==> src/hw/rtl/okle_pkg.sv <==
// ----------------------------------------------------------------------------
// okle_pkg
// Shared types and constants for the ordered key list engine.
// ----------------------------------------------------------------------------
package okle_pkg;

  localparam int DEPTH = 32;
  localparam int IDX_W = $clog2(DEPTH);
  localparam int CNT_W = $clog2(DEPTH + 1);

  typedef enum logic [2:0] {
    FN_INS_FRONT = 3'd0,
    FN_INS_ORD   = 3'd1,
    FN_SEARCH    = 3'd2,
    FN_REM_FRONT = 3'd3,
    FN_REM_KEY   = 3'd4,
    FN_REVERSE   = 3'd5,
    FN_NOP6      = 3'd6,
    FN_NOP7      = 3'd7
  } func_t;

  typedef enum logic [1:0] {
    ST_OK     = 2'd0,
    ST_DUP    = 2'd1,
    ST_FULL   = 2'd2,
    ST_ABSENT = 2'd3
  } status_t;

  typedef enum logic [1:0] {
    S_IDLE,
    S_EXEC,
    S_OUT
  } fsm_t;

  // controller -> datapath
  typedef struct packed {
    logic  load;   // capture request
    logic  exec;   // compare results valid, apply operation
  } cmd_t;

endpackage

==> src/hw/rtl/ordered_key_list_engine.sv <==
// ----------------------------------------------------------------------------
// ordered_key_list_engine
// Ordered list of up to 32 byte keys, one operation per request.
// ----------------------------------------------------------------------------
// Each request passes two steps: the key is compared against every held slot
// at once and the compare is registered, then the insert, search, remove or
// reverse is applied, any shift of the slot cells in a single step, and the
// result is registered. The result then waits in its register; a new request
// is taken in the same cycle the result is taken, and none while one is in
// flight. Slots past the held count never reach a result, so no clearing is needed after reset.
module ordered_key_list_engine (
  input  logic        clk,
  input  logic        rst_n,
  input  logic        in_tvalid,
  output logic        in_tready,
  input  logic [15:0] in_tdata,   // [2:0] func, [10:3] key, rest zero
  output logic        out_tvalid,
  input  logic        out_tready,
  output logic [31:0] out_tdata   // [1:0] status, [9:2] position,
                                  // [17:10] removed_key, [26:18] entry_count
);
  import okle_pkg::*;

  cmd_t       cmd;
  logic [1:0] status;
  logic [7:0] position;
  logic [7:0] removed_key;
  logic [8:0] entry_count;

  okle_ctrl u_ctrl (
    .clk        (clk),
    .rst_n      (rst_n),
    .in_tvalid  (in_tvalid),
    .in_tready  (in_tready),
    .out_tvalid (out_tvalid),
    .out_tready (out_tready),
    .cmd        (cmd)
  );

  okle_datapath u_dp (
    .clk           (clk),
    .rst_n         (rst_n),
    .cmd           (cmd),
    .func_i        (in_tdata[2:0]),
    .key_i         (in_tdata[10:3]),
    .status_o      (status),
    .position_o    (position),
    .removed_key_o (removed_key),
    .entry_count_o (entry_count)
  );

  assign out_tdata = {5'd0, entry_count, removed_key, position, status};

endmodule

==> src/hw/rtl/okle_datapath.sv <==
// ----------------------------------------------------------------------------
// okle_datapath
// Slot cell array, parallel compare, one-step shift, result register.
// ----------------------------------------------------------------------------
module okle_datapath (
  input  logic                 clk,
  input  logic                 rst_n,
  input  okle_pkg::cmd_t       cmd,
  input  logic [2:0]           func_i,
  input  logic [7:0]           key_i,
  output logic [1:0]           status_o,
  output logic [7:0]           position_o,
  output logic [7:0]           removed_key_o,
  output logic [8:0]           entry_count_o
);
  import okle_pkg::*;

  logic [7:0]       slot_r [DEPTH];
  logic [7:0]       slot_nxt [DEPTH];
  logic [CNT_W-1:0] cnt_r, cnt_nxt;
  logic [2:0]       func_r;
  logic [7:0]       key_r;
  logic [DEPTH-1:0] eq_r, ge_r;
  logic [1:0]       status_r, status_nxt;
  logic [7:0]       pos_r, pos_nxt;
  logic [7:0]       rem_r, rem_nxt;

  // stage one: compare every live slot
  always_ff @(posedge clk) begin
    if (cmd.load) begin
      func_r <= func_i;
      key_r  <= key_i;
      for (int i = 0; i < DEPTH; i++) begin
        eq_r[i] <= (CNT_W'(i) < cnt_r) && (slot_r[i] == key_i);
        ge_r[i] <= (CNT_W'(i) < cnt_r) && (slot_r[i] >= key_i);
      end
    end
  end

  // first set bit, and whether any
  logic             eq_any, ge_any;
  logic [IDX_W-1:0] eq_idx, ge_idx;
  always_comb begin
    eq_any = 1'b0;
    ge_any = 1'b0;
    eq_idx = '0;
    ge_idx = '0;
    for (int i = DEPTH - 1; i >= 0; i--) begin
      if (eq_r[i]) begin
        eq_any = 1'b1;
        eq_idx = IDX_W'(i);
      end
      if (ge_r[i]) begin
        ge_any = 1'b1;
        ge_idx = IDX_W'(i);
      end
    end
  end

  logic             full;
  logic [CNT_W-1:0] ins_at;
  logic [CNT_W-1:0] last;
  assign full   = (cnt_r == CNT_W'(DEPTH));
  assign ins_at = ge_any ? CNT_W'(ge_idx) : cnt_r;
  assign last   = cnt_r - CNT_W'(1);

  always_comb begin
    for (int i = 0; i < DEPTH; i++) slot_nxt[i] = slot_r[i];
    cnt_nxt    = cnt_r;
    status_nxt = ST_OK;
    pos_nxt    = '0;
    rem_nxt    = '0;
    unique case (func_t'(func_r))
      FN_INS_FRONT: begin
        if (eq_any) begin
          status_nxt = ST_DUP;
          pos_nxt    = 8'(eq_idx);
        end else if (full) begin
          status_nxt = ST_FULL;
        end else begin
          for (int i = 1; i < DEPTH; i++) slot_nxt[i] = slot_r[i-1];
          slot_nxt[0] = key_r;
          cnt_nxt     = cnt_r + CNT_W'(1);
        end
      end
      FN_INS_ORD: begin
        if (ge_any && eq_r[ge_idx]) begin
          status_nxt = ST_DUP;
          pos_nxt    = 8'(ge_idx);
        end else if (full) begin
          status_nxt = ST_FULL;
        end else begin
          for (int i = 0; i < DEPTH; i++) begin
            if (CNT_W'(i) == ins_at) slot_nxt[i] = key_r;
            else if (CNT_W'(i) > ins_at && i > 0) slot_nxt[i] = slot_r[i-1];
          end
          cnt_nxt = cnt_r + CNT_W'(1);
          pos_nxt = 8'(ins_at);
        end
      end
      FN_SEARCH: begin
        if (eq_any) pos_nxt = 8'(eq_idx);
        else status_nxt = ST_ABSENT;
      end
      FN_REM_FRONT: begin
        if (cnt_r == '0) begin
          status_nxt = ST_ABSENT;
        end else begin
          rem_nxt = slot_r[0];
          for (int i = 0; i < DEPTH - 1; i++) slot_nxt[i] = slot_r[i+1];
          cnt_nxt = cnt_r - CNT_W'(1);
        end
      end
      FN_REM_KEY: begin
        if (eq_any) begin
          pos_nxt = 8'(eq_idx);
          for (int i = 0; i < DEPTH - 1; i++)
            if (IDX_W'(i) >= eq_idx) slot_nxt[i] = slot_r[i+1];
          cnt_nxt = cnt_r - CNT_W'(1);
        end else begin
          status_nxt = ST_ABSENT;
        end
      end
      FN_REVERSE: begin
        // slot i takes slot (cnt-1-i) for live slots
        for (int i = 0; i < DEPTH; i++)
          if (CNT_W'(i) < cnt_r) slot_nxt[i] = slot_r[IDX_W'(last - CNT_W'(i))];
      end
      default: ;
    endcase
  end

  always_ff @(posedge clk) begin
    if (cmd.exec) begin
      for (int i = 0; i < DEPTH; i++) slot_r[i] <= slot_nxt[i];
      status_r <= status_nxt;
      pos_r    <= pos_nxt;
      rem_r    <= rem_nxt;
    end
  end

  always_ff @(posedge clk) begin
    if (!rst_n) begin
      cnt_r <= '0;
    end else if (cmd.exec) begin
      cnt_r <= cnt_nxt;
    end
  end

  assign status_o      = status_r;
  assign position_o    = pos_r;
  assign removed_key_o = rem_r;
  assign entry_count_o = 9'(cnt_r);

endmodule

==> src/hw/rtl/okle_ctrl.sv <==
// ----------------------------------------------------------------------------
// okle_ctrl
// Sequencer: accept, execute, hold result until taken.
// ----------------------------------------------------------------------------
module okle_ctrl (
  input  logic           clk,
  input  logic           rst_n,
  input  logic           in_tvalid,
  output logic           in_tready,
  output logic           out_tvalid,
  input  logic           out_tready,
  output okle_pkg::cmd_t cmd
);
  import okle_pkg::*;

  fsm_t state_r, state_nxt;

  always_ff @(posedge clk) begin
    if (!rst_n) state_r <= S_IDLE;
    else        state_r <= state_nxt;
  end

  always_comb begin
    state_nxt  = state_r;
    in_tready  = 1'b0;
    out_tvalid = 1'b0;
    cmd        = '0;
    unique case (state_r)
      S_IDLE: begin
        in_tready = 1'b1;
        if (in_tvalid) begin
          cmd.load  = 1'b1;
          state_nxt = S_EXEC;
        end
      end
      S_EXEC: begin
        cmd.exec  = 1'b1;
        state_nxt = S_OUT;
      end
      S_OUT: begin
        out_tvalid = 1'b1;
        in_tready  = out_tready;
        if (out_tready) begin
          if (in_tvalid) begin
            cmd.load  = 1'b1;
            state_nxt = S_EXEC;
          end else begin
            state_nxt = S_IDLE;
          end
        end
      end
      default: state_nxt = S_IDLE;
    endcase
  end

endmodule

==> config.mk <==
export PLATFORM = sky130hd
export DESIGN_NAME = ordered_key_list_engine
export DESIGN_NICKNAME = d
export VERILOG_FILES = /design/src/hw/rtl/okle_pkg.sv /design/src/hw/rtl/ordered_key_list_engine.sv /design/src/hw/rtl/okle_datapath.sv /design/src/hw/rtl/okle_ctrl.sv
export SDC_FILE = /design/constraint.sdc
export NUM_CORES = 2
export LEC_CHECK = 0
export BUFFER_PORTS_ARGS = -buffer_cell sky130_fd_sc_hd__buf_4
export CORE_ASPECT_RATIO = 0.8
export CORE_MARGIN = 3
export CORE_UTILIZATION = 36
export CTS_BUF_LIST = sky130_fd_sc_hd__clkbuf_4 sky130_fd_sc_hd__clkbuf_8 sky130_fd_sc_hd__clkbuf_16
export CTS_CLUSTER_DIAMETER = 80
export DETAILED_ROUTE_END_ITERATION = 8
export REMOVE_ABC_BUFFERS = 1
export SYNTH_ARGS = -nofsm -noshare
export SYNTH_HDL_FRONTEND = slang
export SYNTH_SLANG_ARGS = --single-unit
==> constraint.sdc <==
create_clock -name clk -period 9.1 [get_ports clk]
set_input_delay 0.91 -clock clk [delete_from_list [all_inputs] [get_ports clk]]
set_output_delay 0.91 -clock clk [all_outputs]
set_load 0.02 [all_outputs]
==> impl_metrics.ini <==
[layout]
final_layout_size_suffix_gt1_share_pct = 12.36
area_growth_syn_to_layout_pct = 9.895
layout.core_utilization_pct = 40.03
layout_common_cells = 836 x sky130_fd_sc_hd__a21oi_1, 745 x sky130_fd_sc_hd__nor2_1, 684 x sky130_fd_sc_hd__o21ai_0
nFillCells = 12990
fin_nets = 6066
layout.cells.most_common = sky130_fd_sc_hd__a21oi_1

[worst_hold_path]
cell_depth_of_the_worst_min_delay_path = 1
min-delay-start = in_tdata[1]
worstHoldEndpoint = u_dp.func_r[1]
hold_path_class = primary input to flip-flop

[yosys]
synth-warning-count = 0
synth-simple-area-share_pct = 18.34
asyncSetResetFlopFracSynth_pct = 0
mappedNetlistArea_um2 = 45740
yosysUniqueCellTypes = 82
ys_seq_elements = 355
avgSynthCellArea_um2 = 7.679
yosys.area_share.adder_pct = 7.414
synth_top_family_by_area = compound AO/OA/AOI/OAI gates
ys_dominant_reg_cell = sky130_fd_sc_hd__edfxtp_1
register_area_share_after_synthesis_pct = 23.13
synth-edff-count = 347
synth-compound-area-share_pct = 29.69
postSynthCellCount = 5956
synth_xor_xnor_area_share_pct = 0.8289
mux_contribution_to_synthesized_area_pct = 15.60

[status]
outcome = finished with violations
failed_checks = max-capacitance violations, max-slew violations

[sta]
final.setup.tns_ns = 0
fin_crit_sh_pct = 81.73
timing.final.ws_setup_ns = 1.663
setup_viol = 0
min_period_ns = 7.437
finalMaxSlewViolations = 24
clock.fmax_mhz = 134.5
report.final.hold_viol_count = 0
maxSlewHeadroom_pct = -9.936
timing_worst_slew_pin_value_ns = 1.649
timing.clock.skew_ns = 0.03589
grt_setup_unrepaired = no

[clocking]
clock_insertion_delay_worst_skew_ns = 0.71
cts-root-buf = sky130_fd_sc_hd__clkbuf_16
clockBufferDepth = 3
path_clk_slew_ns = 0.07
htree_num_levels = 2
number_of_sinks_handled_by_clock_tree_synthesis = 355
cts_repair_resize_count = 0
setup_fix_bufs_post_cts = 0
cts_tree = done
post_cts_hold_buffer_count = 0
cts-buffers-inserted = 53

[global_routing]
first_global_vias = 46860
grt_start_max_net_pins = 122
grt.total_usage_pct = 50.29
grt_first_pass_wirelength_mm = 446.4
grt_antenna_before_repair = 24
grt_overflow_total = 0

[setup_path]
timing.critical_path.mode_cell = sky130_fd_sc_hd__a21oi_1
critical-path-max-stage-delay_ns = 1.27
timing.rr.start = u_dp.cnt_r[0]
path_max_fanout = 49
critical_path.endpoint_type = flip-flop
crit_path_cell_trace = clkinv_2 -> ha_4 -> xor2_4 -> inv_1 -> buf_4 -> xnor2_4 -> buf_4 -> nor2_1 -> a21oi_1 -> a211oi_1 -> a2111oi_0 -> a21oi_1 -> nor2_1 -> a21oi_1
critical_path.top_delay_family = compound AO/OA/AOI/OAI gates
reg2reg_depth = 14
required_ns = 9.48
critPathLaunchType = flip-flop
worst_r2r_endpoint = u_dp.slot_r[29][6]
critPathArrivalTime_ns = 7.82
r2r_setup_slack_ns = 1.66
timing.setup.critical_path_class = flip-flop to flip-flop
combined_buffer_and_inverter_count_along_the_critical_path = 4
crit_slowest_cell = sky130_fd_sc_hd__a21oi_1

[route]
average_detailed_routed_wire_length_per_instance_um = 46.17
post_drt_via_cell_ratio = 7.398
route.detailed.drc = 0
final_antenna_net_count = 0
drt-pass1-iter-count = 8
starting_drc_count_in_detailed_routing = 11450
postRouteWirelength_mm = 346.4
vias = 55510

[floorplanning]
initial_utilization_pct = 36.43
die_height_um = 324.8
placementRows = 116
dieArea_um2 = 131400
die_width_um = 404.5
core-area_um2 = 125500
ios = 54

[power]
static-leakage-power_nw = 17.88
power.density_cell_area_nw_per_um2 = 224.4
total_power_w = 0.01128
vdd_drop_max_mv = 0.1872

[placed_design]
gp_routability_congestion = 1.102
numPortBuffers = 38
dp_hpwl_mm = 258.7
pre_cts_slack_ns = 2.226

[run]
maxCapViolCount = 8
per-stage QoR:
step / cells / hold slack, ns / area, um2
after floorplan: 5472 / 0.6048 / 43820
after global routing: 7469 / 0.3882 / 50180
after CTS: 7468 / 0.3620 / 50170
after detailed placement: 7371 / 0.6381 / 48420
final: 7503 / 0.3851 / 50260
after global placement: 7371 / 0.6111 / 48420
cell type report:
cell class | instances | area (um2) | area share [%]
diodes | 34 | 85.08 | 0.1693
clock inverters | 37 | 370.4 | 0.7368
well taps | 1652 | 2067 | 4.112
repair buffers | 248 | 1937 | 3.854
inverters | 88 | 334.1 | 0.6647
flip-flops and latches | 355 | 10590 | 21.07
multi-input cells | 5029 | 33500 | 66.65
clock buffers | 60 | 1379 | 2.743
layer usage:
metal	routed length, um	part of all wire, %	vias to the layer above	track usage, %
met3	64980	19	837	29.94
met5	1042	0.30	-	4.094
met4	21200	6.1	20	23.91
met2	123800	36	5074	62.33
met1	135400	39	27450	67.09
li1	-	-	22130	-
where the power goes:
part           switching [W]  internal [W]
combinational        0.00491       0.00179
clock                0.00106       0.00122
sequential          0.000334       0.00197
total                0.00630       0.00498
Yosys cell counts, types with 58 or more instances:
library cell,n,area share (%)
sky130_fd_sc_hd__a2111oi_0,63,1.2
sky130_fd_sc_hd__a211oi_1,154,2.5
sky130_fd_sc_hd__a21o_1,78,1.3
sky130_fd_sc_hd__a21oi_1,838,9.2
sky130_fd_sc_hd__a221oi_1,58,1.1
sky130_fd_sc_hd__buf_1,67,0.55
sky130_fd_sc_hd__clkbuf_1,366,3.0
sky130_fd_sc_hd__edfxtp_1,347,23
sky130_fd_sc_hd__ha_1,271,7.4
sky130_fd_sc_hd__inv_1,84,0.69
sky130_fd_sc_hd__mux2_2,126,3.1
sky130_fd_sc_hd__mux2i_1,362,7.9
sky130_fd_sc_hd__mux4_2,93,4.6
sky130_fd_sc_hd__nand2_1,463,3.8
sky130_fd_sc_hd__nand2b_1,104,1.4
sky130_fd_sc_hd__nand3_1,73,0.80
sky130_fd_sc_hd__nand4_1,69,0.94
sky130_fd_sc_hd__nor2_1,756,6.2
sky130_fd_sc_hd__nor2b_1,61,0.83
sky130_fd_sc_hd__nor3_1,146,1.6
sky130_fd_sc_hd__o21a_1,60,0.98
sky130_fd_sc_hd__o21ai_0,691,7.6
worst max path at each step:
stage                             start                  to  slack (ns)  depth (start not counted)
after floorplan           u_dp.cnt_r[0]  u_dp.slot_r[17][3]      -23.36                         12
after global placement    u_dp.cnt_r[0]   u_dp.slot_r[1][4]        2.30                         16
after detailed placement  u_dp.cnt_r[0]   u_dp.slot_r[1][4]        2.23                         16
after CTS                 u_dp.cnt_r[0]   u_dp.slot_r[1][4]        2.19                         16
after global routing      u_dp.cnt_r[0]  u_dp.slot_r[17][4]        1.82                         16
final                     u_dp.cnt_r[0]  u_dp.slot_r[29][6]        1.66                         14
cell families after synthesis:
family	after synthesis
AOI/OAI and AO/OA	2266
xor gates and xnor gates	39
adders and majority gates	271
buffers and inverters	581
DFF	355
muxes	581
other	1
and+or+nand+nor	1862
flip-flops by register name, summed over array words and instances (netlist names):
name,cells
u_dp.eq_r,32
u_dp.key_r,8
u_dp.removed_key_o,8
u_ctrl.state_r,2
u_dp.func_r,3
u_dp.cnt_r,6
u_dp.status_o,2
u_dp.position_o,6
u_dp.ge_r,32
u_dp.slot_r,256
Note: power is estimated with default switching activity, not from simulation.
